==> src/hdl/dht_pwd_pkg.sv <==
// Shared types and constants for the single-wire sensor pulse-width decoder.
// No dependencies; used by the decoder, the checker and the testbench.
package dht_pwd_pkg;

  // Field widths of the result word, the config port and the elapsed time
  localparam int FRAME_OUT_W = 40;
  localparam int BITS_OUT_W  = 6;
  localparam int CFG_IDX_W   = 8;
  localparam int CFG_DATA_W  = 8;
  localparam int TIME_W      = 16;

  // Configuration register indexes
  localparam logic [CFG_IDX_W-1:0] REG_START_GAP_MIN = 8'd0;
  localparam logic [CFG_IDX_W-1:0] REG_BIT_HIGH_MAX  = 8'd1;
  localparam logic [CFG_IDX_W-1:0] REG_BIT_HIGH_MIN  = 8'd2;
  localparam logic [CFG_IDX_W-1:0] REG_ONE_HIGH_MIN  = 8'd3;

  // Register values after reset, in microseconds
  localparam logic [CFG_DATA_W-1:0] START_GAP_MIN_RST = 8'd40;
  localparam logic [CFG_DATA_W-1:0] BIT_HIGH_MAX_RST  = 8'd80;
  localparam logic [CFG_DATA_W-1:0] BIT_HIGH_MIN_RST  = 8'd15;
  localparam logic [CFG_DATA_W-1:0] ONE_HIGH_MIN_RST  = 8'd60;

  // Input command codes
  localparam logic CMD_CLEAR = 1'b0;
  localparam logic CMD_EDGE  = 1'b1;

  typedef struct packed {
    logic              cmd;
    logic              line_level;
    logic [TIME_W-1:0] elapsed_us;
  } in_word_t;

  typedef struct packed {
    logic [FRAME_OUT_W-1:0] frame_bytes;
    logic [BITS_OUT_W-1:0]  bits_taken;
    logic                   frame_complete;
    logic                   checksum_ok;
    logic                   sync_seen;
  } out_word_t;

endpackage

==> src/hdl/dht_pwd_csum.sv <==
// Frame checksum: sum of all bytes but the last against the nonzero last byte.
// Depends on nothing but its parameter; instantiated by the decoder top level.
module dht_pwd_csum #(
  parameter int FRAME_BYTES = 5
) (
  input  logic [FRAME_BYTES*8-1:0] frame,
  output logic                     ok
);

  localparam int SumW = $clog2((FRAME_BYTES - 1) * 255 + 1);

  logic [SumW-1:0] sum;
  logic [7:0]      last;

  // Add the leading bytes, byte 0 sits at the top of the frame
  always_comb begin
    sum = '0;
    for (int k = 0; k < FRAME_BYTES - 1; k++) begin
      sum = sum + SumW'(frame[8*(FRAME_BYTES-1-k) +: 8]);
    end
  end

  assign last = frame[7:0];
  assign ok   = (sum == SumW'(last)) && (last != 8'd0);

endmodule

==> src/hdl/dht11_pulse_width_decoder.sv <==
// Channel  | signals                          | word
// ---------+----------------------------------+-------------------------------
// item     | item_valid, item_ready, item     | cmd, line level, elapsed time
// res      | res_valid, res_ready, res        | frame, bit count, flags
// cfg      | cfg_valid, cfg_ready, cfg_index, | timing thresholds, one per
//          | cfg_data                         | index, unknown indexes dropped
//
// Each edge word is decoded and its result registered at the
// accepting edge, so a new word is taken every cycle while res is drained.
// The single result register sets the rate; item_ready drops while a result
// waits and res_ready is low, and during reset. Synchronous reset clears sync,
// the bit counter and the frame and loads the default thresholds; cfg_ready
// is high outside reset.
// Depends on dht_pwd_pkg and dht_pwd_csum.
module dht11_pulse_width_decoder
  import dht_pwd_pkg::*;
#(
  parameter int FRAME_BYTES = 5
) (
  input  logic                  clk,
  input  logic                  rst,
  input  logic                  item_valid,
  output logic                  item_ready,
  input  in_word_t              item,
  output logic                  res_valid,
  input  logic                  res_ready,
  output out_word_t             res,
  input  logic                  cfg_valid,
  output logic                  cfg_ready,
  input  logic [CFG_IDX_W-1:0]  cfg_index,
  input  logic [CFG_DATA_W-1:0] cfg_data
);

  localparam int FrameW = FRAME_BYTES * 8;
  localparam int CntW   = $clog2(FrameW + 1);
  localparam int IdxW   = $clog2(FrameW);
  localparam int WideW  = (FrameW > FRAME_OUT_W) ? FrameW : FRAME_OUT_W;

  // Thresholds
  logic [CFG_DATA_W-1:0] start_gap_min;
  logic [CFG_DATA_W-1:0] bit_high_max;
  logic [CFG_DATA_W-1:0] bit_high_min;
  logic [CFG_DATA_W-1:0] one_high_min;

  // Decoder state
  logic              sync;
  logic [CntW-1:0]   bit_cnt;
  logic [FrameW-1:0] frame;

  logic              sync_next;
  logic [CntW-1:0]   bit_cnt_next;
  logic [FrameW-1:0] frame_next;
  logic [WideW-1:0]  frame_wide;
  logic [IdxW-1:0]   set_idx;
  logic [TIME_W-1:0] dt;
  logic              full;
  logic              in_window;
  logic              take;
  logic              is_one;
  logic              csum_ok;
  logic              accept;

  assign accept     = item_valid && item_ready;
  assign item_ready = !rst && (!res_valid || res_ready);
  assign cfg_ready  = !rst;

  // Classify the edge against the thresholds
  assign dt        = item.elapsed_us;
  assign full      = (bit_cnt == CntW'(FrameW));
  assign in_window = (dt <= TIME_W'(bit_high_max)) && (dt >= TIME_W'(bit_high_min));
  assign take      = (item.cmd == CMD_EDGE) && !item.line_level && sync && in_window && !full;
  assign is_one    = dt > TIME_W'(one_high_min);
  assign set_idx   = IdxW'(FrameW - 1) - bit_cnt[IdxW-1:0];

  // Next state: clear on command, set sync on a long gap, shift in a bit
  always_comb begin
    sync_next    = sync;
    bit_cnt_next = bit_cnt;
    frame_next   = frame;
    if (item.cmd == CMD_CLEAR) begin
      sync_next    = 1'b0;
      bit_cnt_next = '0;
      frame_next   = '0;
    end else if (item.line_level) begin
      if (dt > TIME_W'(start_gap_min)) begin
        sync_next = 1'b1;
      end
    end else if (take) begin
      bit_cnt_next = bit_cnt + CntW'(1);
      if (is_one) begin
        frame_next[set_idx] = 1'b1;
      end
    end
  end

  dht_pwd_csum #(
    .FRAME_BYTES(FRAME_BYTES)
  ) u_csum (
    .frame(frame_next),
    .ok   (csum_ok)
  );

  assign frame_wide = WideW'(frame_next);

  // Hold thresholds and state, register the result word
  always_ff @(posedge clk) begin
    if (rst) begin
      start_gap_min <= START_GAP_MIN_RST;
      bit_high_max  <= BIT_HIGH_MAX_RST;
      bit_high_min  <= BIT_HIGH_MIN_RST;
      one_high_min  <= ONE_HIGH_MIN_RST;
      sync          <= 1'b0;
      bit_cnt       <= '0;
      frame         <= '0;
      res_valid     <= 1'b0;
    end else begin
      if (cfg_valid && cfg_ready) begin
        if (cfg_index == REG_START_GAP_MIN) begin
          start_gap_min <= cfg_data;
        end
        if (cfg_index == REG_BIT_HIGH_MAX) begin
          bit_high_max <= cfg_data;
        end
        if (cfg_index == REG_BIT_HIGH_MIN) begin
          bit_high_min <= cfg_data;
        end
        if (cfg_index == REG_ONE_HIGH_MIN) begin
          one_high_min <= cfg_data;
        end
      end
      if (accept) begin
        sync      <= sync_next;
        bit_cnt   <= bit_cnt_next;
        frame     <= frame_next;
        res_valid <= 1'b1;
      end else if (res_ready) begin
        res_valid <= 1'b0;
      end
    end
  end

  // Result payload, no reset needed
  always_ff @(posedge clk) begin
    if (accept) begin
      res.frame_bytes    <= frame_wide[FRAME_OUT_W-1:0];
      res.bits_taken     <= BITS_OUT_W'(bit_cnt_next);
      res.frame_complete <= (bit_cnt_next == CntW'(FrameW));
      res.checksum_ok    <= csum_ok;
      res.sync_seen      <= sync_next;
    end
  end

endmodule

==> config.mk <==
export PLATFORM = sky130hd
export DESIGN_NAME = dht11_pulse_width_decoder
export DESIGN_NICKNAME = d
export VERILOG_FILES = /design/src/hdl/dht_pwd_pkg.sv /design/src/hdl/dht_pwd_csum.sv /design/src/hdl/dht11_pulse_width_decoder.sv
export SDC_FILE = /design/constraint.sdc
export NUM_CORES = 1
export LEC_CHECK = 0
export BUFFER_PORTS_ARGS = -buffer_cell sky130_fd_sc_hd__buf_2
export CAP_MARGIN = 20
export CORE_MARGIN = 2
export CORE_UTILIZATION = 46
export DETAILED_ROUTE_END_ITERATION = 10
export PLACE_DENSITY = 0.64
export SLEW_MARGIN = 20
export SYNTH_ARGS = -nofsm -noshare
export SYNTH_HDL_FRONTEND = slang
export SYNTH_HIERARCHICAL = 1
export SYNTH_SLANG_ARGS = --single-unit
==> constraint.sdc <==
create_clock -name clk -period 14.16 [get_ports clk]
set_clock_uncertainty 0.1 [all_clocks]
set_input_delay 0.708 -clock clk [delete_from_list [all_inputs] [get_ports clk]]
set_output_delay 0.708 -clock clk [all_outputs]
set_load 0.05 [all_outputs]
# Word level (Yosys, flattened, before mapping)
# Index checks and enable logic that the tools add are counted.
dict set report op_classes {
  n_reduce_logical 22
  add_sub_neg 5
  div_mod_pow 0
  mul 0
  eq_ne 6
  bitwise_logic 1
  shifts 0
  muxes 14
  order_cmp 6
}
# op n
set ops {}
lappend ops {{two-way mux 40 bit} 4}
lappend ops {{OR 40 bit} 1}
lappend ops {{greater-than comparator 16 x 8 -> 1 bit} 2}
lappend ops {{adder 10 x 8 -> 10 bit} 2}
lappend ops {{two-way mux 6 bit} 3}
lappend ops {{equality test 8 x 2 -> 1 bit, second input constant} 2}
lappend ops {{>= comparator 16 x 8 -> 1 bit} 1}
lappend ops {{less-or-equal comparator 16 x 8 -> 1 bit} 1}
lappend ops {{equality test 6 bit, second input constant} 2}
lappend ops {{equality test 10 x 8 -> 1 bit} 1}
lappend ops {{logical AND 1 bit} 10}
lappend ops {{adder 8 x 8 -> 9 bit} 1}
lappend ops {{equality test 8 x 1 -> 1 bit, second input constant} 1}
lappend ops {{zero test 8 bit} 1}
lappend ops {{AND reduction 2 bit} 4}
lappend ops {{nonzero test 8 bit} 1}
lappend ops {{less-than comparator 6 x 7 -> 1 bit, second input constant} 1}
lappend ops {{adder 6 x 1 -> 6 bit, second input constant} 1}
lappend ops {{demux 1 bit (select 6 bit)} 1}
lappend ops {{>= comparator 6 x 1 -> 1 bit, second input constant} 1}
lappend ops {{two-way mux 1 bit} 6}
lappend ops {{subtractor 6 bit, first input constant} 1}
lappend ops {{zero test 1 bit} 4}
lappend ops {{nonzero test 2 bit} 1}
lappend ops {{logical OR 1 bit} 1}
dict set report totals {
  word_cells 67
  n_memories 0
  latch_bits 0
  ram_bits 0
  register_bits 129
  romBits 0
  in_bits 39
}

# Longest topological paths before layout
# Gate-level depths: netlist (run 1).
dict set report logic_depth {
  depth_word 15
  depth_mapped 22
  ltp_nobuf 20
}

# Cells and area by module
# The synthesis (run 1) kept the hierarchy.
# mod area_per_inst_um2 instances cells_each seq_area_each_um2
set modules_own_cells {}
lappend modules_own_cells {dht11_pulse_width_decoder 6024.5 1 561 3072.9}
lappend modules_own_cells {dht_pwd_csum 763.2 1 78 0.0}

# Worst setup path after synthesis (run 1)
# Ideal clock, no wire load.
dict set report synth_timing {
  path_type {in2reg}
  start {input item[15] in the netlist's numbering}
  end {register res[1] in the netlist's numbering (data pin)}
  n_path_buf 1
  path_stages 18
  slack_ps 8734
  arrival_time_ps 5150
  cell_sequence {nor4_2 -> nand2_1 -> or4_4 -> a2111oi_4 -> and3_2 -> buf_2 -> a21oi_1 -> nor2_1 -> fa_1 -> inv_1 -> fa_1 -> inv_1 -> ha_1 -> fa_1 -> xnor2_1 -> o2111ai_1 -> or4_1 -> nor4_1}
}
dict set report synth_via {
  elab_cells_between_ends 16
  classes_between {add/sub: 3; order compare: 3; eq/ne: 1; mux: 4; reduce/logical: 5}
}
# element line
set synth_lines {}
lappend synth_lines {{from (decl)} dht11_pulse_width_decoder.sv:24} ;# input in_word_t item,
lappend synth_lines {{less-or-equal comparator 16 x 8 -> 1 bit or >= comparator 16 x 8 -> 1 bit (tied branches)} dht11_pulse_width_decoder.sv:70} ;# assign in_window = (dt <= TIME_W'(bit_high_max)) && (dt >= TIME_W'(bit_high_min));
lappend synth_lines {{logical AND 1 bit} dht11_pulse_width_decoder.sv:70}
lappend synth_lines {{logical AND 1 bit (2 in series)} dht11_pulse_width_decoder.sv:71} ;# assign take = (item.cmd == CMD_EDGE) && !item.line_level && sync && in_window && !full;
lappend synth_lines {{two-way mux 40 bit *} dht11_pulse_width_decoder.sv:88} ;# end else if (take) begin
lappend synth_lines {{two-way mux 40 bit *} dht11_pulse_width_decoder.sv:84} ;# end else if (item.line_level) begin
lappend synth_lines {{two-way mux 40 bit *} dht11_pulse_width_decoder.sv:80} ;# if (item.cmd == CMD_CLEAR) begin
lappend synth_lines {{named net frame_next[17]} dht11_pulse_width_decoder.sv:52} ;# logic [FrameW-1:0] frame_next;
lappend synth_lines {{adder 10 x 8 -> 10 bit * (2 in series)} dht_pwd_csum.sv:19} ;# sum = sum + SumW'(frame[8*(FRAME_BYTES-1-k) +: 8]);
lappend synth_lines {{equality test 10 x 8 -> 1 bit *} dht_pwd_csum.sv:24} ;# assign ok = (sum == SumW'(last)) && (last != 8'd0);
lappend synth_lines {{logical AND 1 bit *} dht_pwd_csum.sv:24}
lappend synth_lines {{named net csum_ok} dht11_pulse_width_decoder.sv:60} ;# logic csum_ok;
lappend synth_lines {{to (decl)} dht11_pulse_width_decoder.sv:27} ;# output out_word_t res,
# The timed path passes the listed nets; every way through them passes the cells marked *.
# A chain may end at the register's enable or synchronous reset.

# Final worst setup path (run 1)
dict set report layout_timing {
  start {register bit_cnt[0]}
  end {register res[1] in the netlist's numbering (data pin)}
}
dict set report layout_via {
  elab_cells_between_ends 20
  classes_between {add/sub: 4; order compare: 2; eq/ne: 2; mux: 6; bitwise: 1; reduce/logical: 5}
}
# element line
set layout_lines {}
lappend layout_lines {{from (decl)} dht11_pulse_width_decoder.sv:47} ;# logic [CntW-1:0] bit_cnt;
lappend layout_lines {{from (signal assigned)} dht11_pulse_width_decoder.sv:133} ;# bit_cnt <= bit_cnt_next;
lappend layout_lines {{subtractor 6 bit} dht11_pulse_width_decoder.sv:73} ;# assign set_idx = IdxW'(FrameW - 1) - bit_cnt[IdxW-1:0];
lappend layout_lines {{less-than comparator 6 x 7 -> 1 bit (implied by the code) or >= comparator 6 x 1 -> 1 bit (tied branches)} dht11_pulse_width_decoder.sv:91} ;# frame_next[set_idx] = 1'b1;
lappend layout_lines {{logical AND 1 bit (implied by the code)} dht11_pulse_width_decoder.sv:91}
lappend layout_lines {{two-way mux 1 bit (implied by the code)} dht11_pulse_width_decoder.sv:91}
lappend layout_lines {{demux 1 bit (select 6 bit)} dht11_pulse_width_decoder.sv:91}
lappend layout_lines {{OR 40 bit (no source line)} --}
lappend layout_lines {{two-way mux 40 bit} dht11_pulse_width_decoder.sv:90} ;# if (is_one) begin
lappend layout_lines {{two-way mux 40 bit *} dht11_pulse_width_decoder.sv:88}
lappend layout_lines {{two-way mux 40 bit *} dht11_pulse_width_decoder.sv:84}
lappend layout_lines {{two-way mux 40 bit *} dht11_pulse_width_decoder.sv:80}
lappend layout_lines {{named net frame_next[13]} dht11_pulse_width_decoder.sv:52}
lappend layout_lines {{adder 10 x 8 -> 10 bit *} dht_pwd_csum.sv:19}
lappend layout_lines {{equality test 10 x 8 -> 1 bit *} dht_pwd_csum.sv:24}
lappend layout_lines {{logical AND 1 bit *} dht_pwd_csum.sv:24}
lappend layout_lines {{named net csum_ok} dht11_pulse_width_decoder.sv:60}
# Marks and branches as above.

==> flow_metrics.env, run 1 <==
export IMPL_ys_flop_type="dfxtp_1"
export IMPL_pwr_share_seq_pct=43.8
export IMPL_ys_ff_latch=129
export IMPL_cts_reportedPaths_clkPinSlew_ns=0.06
export IMPL_worstHoldEndpoint="bit_high_min[2]"
export IMPL_yosys_warnings=6
export IMPL_drc=0
export IMPL_p_sw_w=0.000214
export IMPL_arrival_ns=6.59
export IMPL_routed_wl_um=16100
export IMPL_min_from="bit_high_min[2]"
export IMPL_ys_seq_area_share_pct=45.3
export IMPL_total_power_w=0.000895
export IMPL_cp_depth=17
export IMPL_p_comb_share_pct=6.8
export IMPL_ios=91
export IMPL_rsz0062_at_grt="false"
export IMPL_startpoint="bit_cnt[0]"
export IMPL_gr_total_overflow=0
export IMPL_critical_path_top_delay_family="simple AND/OR/NAND/NOR gates"
export IMPL_final_cell_mix="90 x buf_2, 80 x dfxtp_1, 76 x nor2_1, 53 x inv_1, 49 x edfxtp_1"
export IMPL_die_h_um=125
export IMPL_vdd_drop_max_mv=0.0763
export IMPL_avgRoutedWirePerCell_um=17.4
export IMPL_grt_pass1_wl_um=26500
export IMPL_grt_max_degree=54
export IMPL_cap_violations=0
export IMPL_cp_num_buf_inv=1
export IMPL_reg2reg_slack_ns=7.70
export IMPL_hold_class="flop to flop"
export IMPL_drive_above_1_share_pct=21.0
export IMPL_powerDensity_nw_per_um2=112
export IMPL_relSlewSlack_pct=29.7
export IMPL_max_freq_mhz=155
export IMPL_vias=5184
export IMPL_synth_nets=739
export IMPL_clock_latency_ns=0.43
export IMPL_first_iter_violations=310
export IMPL_slowest_delay_ns=0.91
export IMPL_synth_top_area_share_pct=23.6
export IMPL_r2r_end="res[1]"
export IMPL_synth_top_area_cell="dfxtp_1"
export IMPL_htree_levels=4
export IMPL_gr_usage_all_layers_pct=21.5
export IMPL_tightest_slew_ns=1.05
export IMPL_synth_area_leaders="dfxtp_1 24%, edfxtp_1 22%, ha_1 8.3%, a22o_1 5.2%, fa_1 4.7%"
export IMPL_rows=44
export IMPL_syn_area_um2=6790
export IMPL_ys_types=69
export IMPL_diodes=0
export IMPL_min_path_cells=2
export IMPL_synth_cells=639
export IMPL_worstSetupPathType="flop to flop"
export IMPL_dieArea_um2=15700
export IMPL_cts_resized=0
export IMPL_final_critical_path_setup_slack_ns=7.70
export IMPL_start_kind="flop"
export IMPL_coreArea_um2=14500
export IMPL_start_util_pct=46.9
export IMPL_p_int_w=0.000681
export IMPL_grt_pass1_vias=5290
export IMPL_cp_slowest_cell="a2111oi_4"
export IMPL_clkPwrFrac_pct=49.4
export IMPL_post_place_ws_ns=7.66
export IMPL_finalNetCount=829
export IMPL_post_dp_hpwl_um=11900
export IMPL_dr_pass1_iters=7
export IMPL_crit_required_ns=14.29
export IMPL_postCtsSetupRepairBufs=0
export IMPL_switching_share_pct=23.9
export IMPL_die_w_um=125
export IMPL_ant_nets=0
export IMPL_hold_viol=0
export IMPL_numClockSinks=129
export IMPL_max_clock_path_buffers=2
export IMPL_async_flop_share_pct=0
export IMPL_p_leak_nw=3.51
export IMPL_reg2reg_depth=17
export IMPL_final_common_cell="buf_2"
export IMPL_setup_tns_ns=0
export IMPL_status="completed"
export IMPL_fin_util_pct=54.9
export IMPL_path_max_fanout=15
export IMPL_min_period_over_period_pct=45.6
export IMPL_gp_congestion=0.912
export IMPL_nFillCells=1296
export IMPL_ctsHoldBuffers=0
export IMPL_end_kind="flop"
export IMPL_fin_crit_ns=6.46
export IMPL_avgViaCountPerCell=5.60
export IMPL_cts_root_buf="clkbuf_16"
export IMPL_syn2layout_area_growth_pct=17.2
export IMPL_cts_tree="yes"
export IMPL_synth_avg_cell_area_um2=10.6
export IMPL_fin_area_um2=7960
export IMPL_rr_startpoint="bit_cnt[0]"
export IMPL_synth_edf_count=49
export IMPL_setup_viol=0
export IMPL_port_buffers=90
export IMPL_antenna_found_initial=0
export IMPL_dpl_cell_area_um2=7360
export IMPL_worstPathCellList="inv_1, ha_1, nand2_1, nor4_1, or4_4, a2111oi_4, nor4b_4, a21oi_1, nor2_1, fa_1, fa_1, ha_1, and3_1, a22o_2, nor3b_1, or4_1, nor4_1"
export IMPL_final_max_slew_viol_count=0
export IMPL_cts_made_buffers=17
[logic make-up after synthesis]
group           after synthesis  synth area share [%]
compound gates              146                  15.7
xor+xnor                     12                  1.55
fa+ha+maj                    61                  13.0
buf+inv                      79                  5.18
flops                       129                  45.3
mux                          35                  5.38
simple gates                177                  13.9
[power by group through the flow]
stage / Clock (W) / Combinational, W / Sequential [W]
floorplan: 0 / 0.0000206 / 0.000421
global placement: 0 / 0.0000599 / 0.000400
detailed placement: 0 / 0.0000613 / 0.000400
CTS: 0.000449 / 0.0000614 / 0.000392
global route: 0.000464 / 0.0000658 / 0.000392
finish: 0.000442 / 0.0000612 / 0.000392
[how the worst max path moves through the flow]
| stage | endpoint | slack (ns) |
|---|---|---|
| after floorplan | res[1] | 8.73 |
| after detailed placement | res[1] | 7.66 |
| after global routing | res[1] | 7.40 |
| after global placement | res[1] | 7.83 |
| final | res[1] | 7.70 |
| after CTS | res[1] | 7.69 |
[cell usage after synthesis, types with 3 or more instances]
cell type and instances:
nor4_1 7, nor2_1 76, mux2i_1 32, ha_1 45, edfxtp_1 49, o211ai_1 4, nand4_1 10, nor4_2 3
clkbuf_8 3, nor2b_1 6, a21o_1 7, clkbuf_1 12, o21a_1 21, a211oi_1 4, a22o_1 40, a21boi_0 4
nor3_1 6, dfxtp_1 80, buf_2 4, inv_1 54, xor2_1 5, o21ai_0 15, fa_1 16, nand3_1 9
nand2_1 31, and3_2 3, xnor2_1 7, a21oi_1 34
[layer usage]
metal / GRT usage [%] / vias up / wire (um)
met3: 4.62 / 38 / 807
met1: 25.8 / 2509 / 6760
met5: 0 / - / 0
met2: 36.8 / 159 / 8120
li1: - / 2478 / -
met4: 10.3 / 0 / 431
[layout make-up]
type | count | area, um2 | share of cell area [%]
Multi-Input combinational cell | 431 | 3370 | 42.3
Clock inverter | 14 | 165 | 2.08
Sequential cell | 129 | 3070 | 38.6
Timing Repair Buffer | 94 | 480 | 6.04
Tap cell | 184 | 230 | 2.89
Clock buffer | 18 | 429 | 5.39
Inverter | 56 | 210 | 2.64
[state kept, by name, indices dropped and copies added (netlist names), 6 cells and up]
| signal | flops |
|---|---|
| res | 49 |
| bit_high_min | 8 |
| bit_cnt | 6 |
| bit_high_max | 8 |
| one_high_min | 8 |
| start_gap_min | 8 |
| frame | 40 |
[per-stage QoR]
stage	instances	hold WS (ns)
floorplan	639	0.343
global placement	894	0.358
detailed placement	894	0.364
CTS	926	0.382
global route	926	0.396
finish	926	0.377
[worst min-delay path: cells and delay by family (launching register included)]
| kind | cells | cell delay (ns) |
|---|---|---|
| DFF | 1 | 0.32 |
| muxes | 1 | 0.07 |
| and+or+nand+nor | 1 | 0.06 |
(Power assumes the default switching activity.)
==> run 2: changes to the inputs <==
--- a/config.mk
+++ b/config.mk
@@ -5,12 +5,13 @@
 export SDC_FILE = /design/constraint.sdc
 export NUM_CORES = 1
 export LEC_CHECK = 0
+export ABC_AREA = 1
 export BUFFER_PORTS_ARGS = -buffer_cell sky130_fd_sc_hd__buf_2
 export CAP_MARGIN = 20
 export CORE_MARGIN = 2
 export CORE_UTILIZATION = 46
 export DETAILED_ROUTE_END_ITERATION = 10
-export PLACE_DENSITY = 0.64
+export PLACE_DENSITY = 0.63
 export SLEW_MARGIN = 20
 export SYNTH_ARGS = -nofsm -noshare
 export SYNTH_HDL_FRONTEND = slang
==> constraint.sdc (replaced) <==
create_clock -name clk -period 6.39 [get_ports clk]
set_clock_uncertainty 0.1 [all_clocks]
set_input_delay 0.3195 -clock clk [delete_from_list [all_inputs] [get_ports clk]]
set_output_delay 0.3195 -clock clk [all_outputs]
set_load 0.05 [all_outputs]
==> run 2 against run 1 <==
Sequential power grew 130%; clock-buffer cell count grew 1; die area grew 21%; design area grew 17%; critical path type unchanged; critical endpoint unchanged.
==> flow_metrics.env, run 2 <==
export IMPL_status="completed"
export IMPL_synth_simple_gate_area_share_pct=28.7
export IMPL_reg_top3="res (49), frame (40)"
export IMPL_ys_flop_type="dfxtp_1"
export IMPL_p_comb_share_pct=19.1
export IMPL_p_leak_nw=4.80
export IMPL_tightest_slew_ns=0.858
export IMPL_hold_class="input port to flop"
export IMPL_hold_viol=0
export IMPL_port_buffers=90
export IMPL_relSlewSlack_pct=42.8
export IMPL_finalNetCount=1300
export IMPL_antenna_found_initial=0
export IMPL_path_max_fanout=12
export IMPL_worstSetupPathType="flop to flop"
export IMPL_ys_types=37
export IMPL_dr_pass1_iters=6
export IMPL_synth_area_leaders="dfxtp_1 19%, edfxtp_1 18%, nand2_1 13%, inv_1 8.2%, ha_1 6.8%"
export IMPL_grt_pass1_vias=6904
export IMPL_cts_resized=0
export IMPL_diodes=0
export IMPL_cts_reportedPaths_clkPinSlew_ns=0.06
export IMPL_end_kind="flop"
export IMPL_crit_required_ns=6.47
export IMPL_worstHoldEndpoint="res_valid"
export IMPL_grt_pass1_wl_um=34700
export IMPL_synth_nets=1235
export IMPL_postCtsSetupRepairBufs=0
export IMPL_synth_common_cells="283 x nand2_1, 180 x inv_1, 111 x nand3_1"
export IMPL_synth_compound_area_share_pct=11.5
export IMPL_multi_input_area_um2=4240
export IMPL_yosys_cell_count_top_type="nand2_1"
export IMPL_start_util_pct=46.5
export IMPL_vdd_drop_max_mv=0.187
export IMPL_coreArea_um2=17800
export IMPL_final_common_cell="nand2_1"
export IMPL_rows=49
export IMPL_fin_util_pct=52.5
export IMPL_setup_tns_ns=0
export IMPL_p_sw_w=0.000684
export IMPL_cts_tree="yes"
export IMPL_vias=7364
export IMPL_fin_crit_ns=5.10
export IMPL_cts_root_buf="clkbuf_16"
export IMPL_final_cell_mix="283 x nand2_1, 179 x inv_1, 111 x nand3_1, 107 x nor2_1, 90 x buf_2"
export IMPL_dpl_cell_area_um2=8800
export IMPL_cts_made_buffers=17
export IMPL_powerDensity_nw_per_um2=240
export IMPL_regArea_um2=3070
export IMPL_syn_area_um2=8270
export IMPL_largest_reg_flops=49
export IMPL_final_max_slew_viol_count=0
export IMPL_htree_levels=4
export IMPL_ios=91
export IMPL_synthMuxAreaShare_pct=0
export IMPL_drive_above_1_share_pct=12.5
export IMPL_pwr_share_seq_pct=40.9
export IMPL_total_power_w=0.00224
export IMPL_synth_avg_cell_area_um2=7.29
export IMPL_avgViaCountPerCell=5.11
export IMPL_ctsHoldBuffers=0
export IMPL_ys_ff_latch=129
export IMPL_syn2layout_area_growth_pct=13.0
export IMPL_arrival_ns=5.19
export IMPL_grt_max_degree=69
export IMPL_routed_wl_um=21000
export IMPL_rsz0062_at_grt="false"
export IMPL_cap_violations=0
export IMPL_synth_top_area_cell="dfxtp_1"
export IMPL_start_kind="flop"
export IMPL_gr_usage_all_layers_pct=22.3
export IMPL_rr_startpoint="bit_cnt[3]"
export IMPL_synth_edf_count=49
export IMPL_avgRoutedWirePerCell_um=14.5
export IMPL_first_iter_violations=574
export IMPL_largest_register="res"
export IMPL_synth_top_area_share_pct=19.4
export IMPL_p_int_w=0.00156
export IMPL_die_w_um=138
export IMPL_switching_share_pct=30.5
export IMPL_dieArea_um2=19100
export IMPL_setup_viol=0
export IMPL_yosys_warnings=6
export IMPL_gr_total_overflow=0
export IMPL_synthAdderAreaFrac_pct=10.7
export IMPL_synth_xor_area_share_pct=0.424
export IMPL_max_clock_path_buffers=2
export IMPL_min_period_over_period_pct=79.9
export IMPL_r2r_end="res[1]"
export IMPL_clkPwrFrac_pct=40.0
export IMPL_ant_nets=0
export IMPL_die_h_um=138
export IMPL_nFillCells=1722
export IMPL_gp_congestion=0.851
export IMPL_ys_seq_area_share_pct=37.2
export IMPL_synth_top_family_by_area="simple AND/OR/NAND/NOR gates"
export IMPL_fin_area_um2=9340
export IMPL_drc=0
export IMPL_numClockSinks=129
export IMPL_reg2reg_slack_ns=1.29
export IMPL_async_flop_share_pct=0
export IMPL_synth_cells=1135
export IMPL_clock_latency_ns=0.42
export IMPL_max_freq_mhz=196
export IMPL_post_dp_hpwl_um=14200
export IMPL_min_from="item_valid"
export IMPL_reg2reg_depth=26
export IMPL_min_path_cells=3
-- run 2: cell types whose count changed in the layout (fill, tap and decap cells not counted), sizes merged, moves of 10 or more --
cell / delta
o21a: -19
inv: +130
o21ai: +50
a22o: -41
nand3: +108
nand2: +253
nor2: +36
a21boi: +37
nor4: -10
mux2i: -33
-- run 2: cells by family (layout without fill, tap and decap cells) --
kind of cell,count (synthesis),count (layout)
buffers and inverters,236,314
adder cells (fa/ha/maj),61,61
XOR/XNOR,4,4
flip-flops,129,129
AND/OR/NAND/NOR,546,546
AO/OA/AOI/OAI,159,159
-- run 2: worst max path at each step --
stage / start / to / slack (ns) / cells after the start
final: bit_cnt[3] / res[1] / 1.29 / 26
after CTS: bit_cnt[3] / res[1] / 1.32 / 26
after global routing: bit_cnt[3] / res[1] / 0.93 / 26
after floorplan: bit_cnt[3] / res[1] / 1.91 / 28
after global placement: bit_cnt[3] / res[1] / 1.39 / 26
after detailed placement: item[5] / res[1] / 1.29 / 28
-- run 2: worst max-delay path, cell delays in order, from the launching register on --
cell	delay [ns]
dfxtp_1	0.58
inv_2	0.22
ha_1	0.50
inv_1	0.21
nand4_1	0.18
nand2_1	0.05
nand3b_1	0.15
nand2_1	0.09
nand2_1	0.06
nand3_1	0.10
inv_1	0.11
fa_1	0.55
inv_1	0.05
fa_1	0.49
inv_1	0.04
ha_1	0.25
fa_1	0.44
nand2_2	0.11
nand2_2	0.07
nand3_2	0.07
nand3_1	0.10
nand2_1	0.09
nand2_1	0.05
nand2_1	0.05
inv_1	0.03
nand3_1	0.07
nor2_1	0.04
-- run 2: layout make-up --
cell class,instances,area share (%)
timing repair buffer,99,5.54
sequential,129,32.9
multi-input combinational,770,45.4
clock buffer,19,4.86
inverter,183,7.37
clock inverter,13,0.911
tap,229,3.07
-- run 2: stage by stage --
stage,worst slack [ns],hold slack [ns],instances
6_report,1.29,0.0267,1442
5_1_grt,0.929,0.0621,1442
4_1_cts,1.32,0.0115,1442
3_5_place_dp,1.29,0.352,1410
3_3_place_gp,1.39,0.348,1410
2_1_floorplan,1.91,0.333,1135
-- run 2: power by group through the flow --
stage / clock (W) / combinational, W / sequential, W
floorplan: 0 / 0.000280 / 0.000980
global route: 0.000949 / 0.000490 / 0.000921
global placement: 0 / 0.000421 / 0.000934
finish: 0.000899 / 0.000429 / 0.000917
CTS: 0.000916 / 0.000429 / 0.000917
detailed placement: 0 / 0.000426 / 0.000934
-- run 2: per-layer routing --
layer,track usage [%],up-vias,share of wire (%)
met2,34.2,249,44
met5,0,-,0
met1,32.5,3333,49
li1,-,3763,-
met4,7.63,0,1.5
met3,3.15,19,6.5
==> run 3: changes to the inputs <==
--- a/config.mk
+++ b/config.mk
@@ -11,7 +11,7 @@
 export CORE_MARGIN = 2
 export CORE_UTILIZATION = 46
 export DETAILED_ROUTE_END_ITERATION = 10
-export PLACE_DENSITY = 0.63
+export PLACE_DENSITY = 0.66
 export SLEW_MARGIN = 20
 export SYNTH_ARGS = -nofsm -noshare
 export SYNTH_HDL_FRONTEND = slang
==> constraint.sdc (replaced) <==
create_clock -name clk -period 4.66 [get_ports clk]
set_clock_uncertainty 0.1 [all_clocks]
set_input_delay 0.233 -clock clk [delete_from_list [all_inputs] [get_ports clk]]
set_output_delay 0.233 -clock clk [all_outputs]
set_load 0.05 [all_outputs]
==> run 3 against run 2 <==
Maximum frequency grew 14%; design area grew 8.0%; core utilization grew 4.2 points; register-to-register slack lost 1.1 ns.
==> flow_metrics.env, run 3 (synthesized netlist as in run 2, its figures left out) <==
export IMPL_status="completed"
export IMPL_fin_crit_ns=4.46
export IMPL_cts_tree="yes"
export IMPL_finalNetCount=1343
export IMPL_setup_tns_ns=0
export IMPL_rows=49
export IMPL_post_place_ws_ns=0.0453
export IMPL_ios=91
export IMPL_crit_required_ns=4.85
export IMPL_drc=0
export IMPL_avgViaCountPerCell=5.13
export IMPL_die_w_um=138
export IMPL_cap_violations=0
export IMPL_powerDensity_nw_per_um2=325
export IMPL_cts_reportedPaths_clkPinSlew_ns=0.06
export IMPL_reg2reg_slack_ns=0.20
export IMPL_gr_total_overflow=0
export IMPL_cp_slowest_cell="fa_1"
export IMPL_worstHoldEndpoint="bit_high_max[2]"
export IMPL_coreArea_um2=17800
export IMPL_fin_cells=1485
export IMPL_final_max_slew_viol_count=0
export IMPL_cts_root_buf="clkbuf_16"
export IMPL_relSlewSlack_pct=55.2
export IMPL_rr_startpoint="bit_high_min[3]"
export IMPL_wl_met1_um=10500
export IMPL_grt_pass1_vias=6978
export IMPL_p_leak_nw=5.08
export IMPL_largest_reg_flops=49
export IMPL_vias=7612
export IMPL_arrival_ns=4.66
export IMPL_final_critical_path_setup_slack_ns=0.199
export IMPL_end_kind="flop"
export IMPL_top_layer="met4"
export IMPL_largest_register="res"
export IMPL_grt_pass1_wl_um=35700
export IMPL_numClockSinks=129
export IMPL_min_path_cells=3
export IMPL_diodes=0
export IMPL_gp_congestion=0.868
export IMPL_ant_nets=0
export IMPL_slowest_delay_ns=0.54
export IMPL_cts_made_buffers=17
export IMPL_max_clock_path_buffers=2
export IMPL_die_h_um=138
export IMPL_hold_class="input port to flop"
export IMPL_reg2reg_depth=28
export IMPL_hold_viol=0
export IMPL_vdd_drop_max_mv=0.245
export IMPL_first_iter_violations=627
export IMPL_antenna_found_initial=0
export IMPL_syn2layout_area_growth_pct=22.0
export IMPL_port_buffers=90
export IMPL_final_common_cell="nand2_1"
export IMPL_final_cell_mix="274 x nand2_1, 168 x inv_1, 105 x nor2_1, 103 x nand3_1, 90 x buf_2"
export IMPL_post_dp_hpwl_um=15000
export IMPL_tightest_slew_ns=0.672
export IMPL_min_period_over_period_pct=95.7
export IMPL_start_kind="flop"
export IMPL_dieArea_um2=19100
export IMPL_gr_usage_all_layers_pct=23.2
export IMPL_min_from="cfg_data[2]"
export IMPL_avgRoutedWirePerCell_um=15.2
export IMPL_clock_latency_ns=0.43
export IMPL_place_inst=1434
export IMPL_start_util_pct=46.5
export IMPL_r2r_end="res[1]"
export IMPL_drive_above_1_share_pct=18.2
export IMPL_worstSetupPathType="flop to flop"
export IMPL_reg_top3="res (49), frame (40)"
export IMPL_grt_max_degree=56
export IMPL_max_freq_mhz=224
export IMPL_worst_hold_slack_ns=0.0123
export IMPL_wl_met3_um=1460
export IMPL_crit_top_cell="nor2_1"
export IMPL_setup_viol=0
export IMPL_dr_wl_met2_um=10400
export IMPL_routed_wl_um=22600
export IMPL_path_max_fanout=8
export IMPL_dr_pass1_iters=7
export IMPL_htree_levels=4
run 3: power breakdown:
part	internal, W	total, W	switching (W)
Combinational	0.000227	0.000641	0.000414
Clock	0.000877	0.00138	0.000501
Sequential	0.00123	0.00126	0.0000252
run 3: worst max-delay path by stage:
stage	from	end	slack [ns]	depth (start not counted)
3_5_place_dp	item[3]	res[1]	0.05	30
5_1_grt	bit_high_min[3]	res[1]	-0.07	28
6_report	bit_high_min[3]	res[1]	0.20	28
3_3_place_gp	item[3]	res[1]	0.08	30
2_1_floorplan	bit_cnt[3]	res[1]	0.18	28
4_1_cts	one_high_min[3]	res[1]	0.06	30
run 3: layer usage:
| metal | vias to the layer above | global-route usage, % |
|---|---|---|
| li1 | 3857 | - |
| met1 | 3479 | 32.9 |
| met2 | 251 | 36.6 |
| met3 | 25 | 4.09 |
| met4 | 0 | 6.55 |
| met5 | - | 0 |
run 3: layout make-up:
type	instances	area, um2
Inverter	183	692
Sequential cell	129	3070
Fill cell	1680	7690
Multi-Input combinational cell	770	4390
Clock inverter	8	95.1
Tap cell	229	287
Clock buffer	24	514
Timing Repair Buffer	142	1040
run 3: what timing repair did:
item / in CTS / in global routing
endpoints found under the setup margin: 0 / 1
buffers inserted: 0 / 11
endpoints found under the hold margin: 5 / 0
hold buffers: 4 / 0
gates resized for setup: 0 / 52
run 3: critical path, delay by kind of cell (launching register included):
| kind | cells | cell delay, ns |
|---|---|---|
| AND/OR/NAND/NOR | 16 | 1.30 |
| adder cells (fa/ha/maj) | 5 | 2.07 |
| flip-flops | 1 | 0.33 |
| AO/OA/AOI/OAI | 1 | 0.09 |
| buffers and inverters | 6 | 0.46 |
run 3: per-stage QoR:
step | power, W | util (%) | area [um2]
after floorplan | 0.00173 | - | 8270
after global placement | 0.00187 | 50.9 | 9050
after detailed placement | 0.00188 | 50.9 | 9050
after CTS | 0.00326 | 54.5 | 9700
after global routing | 0.00343 | 56.8 | 10100
final | 0.00328 | 56.8 | 10100
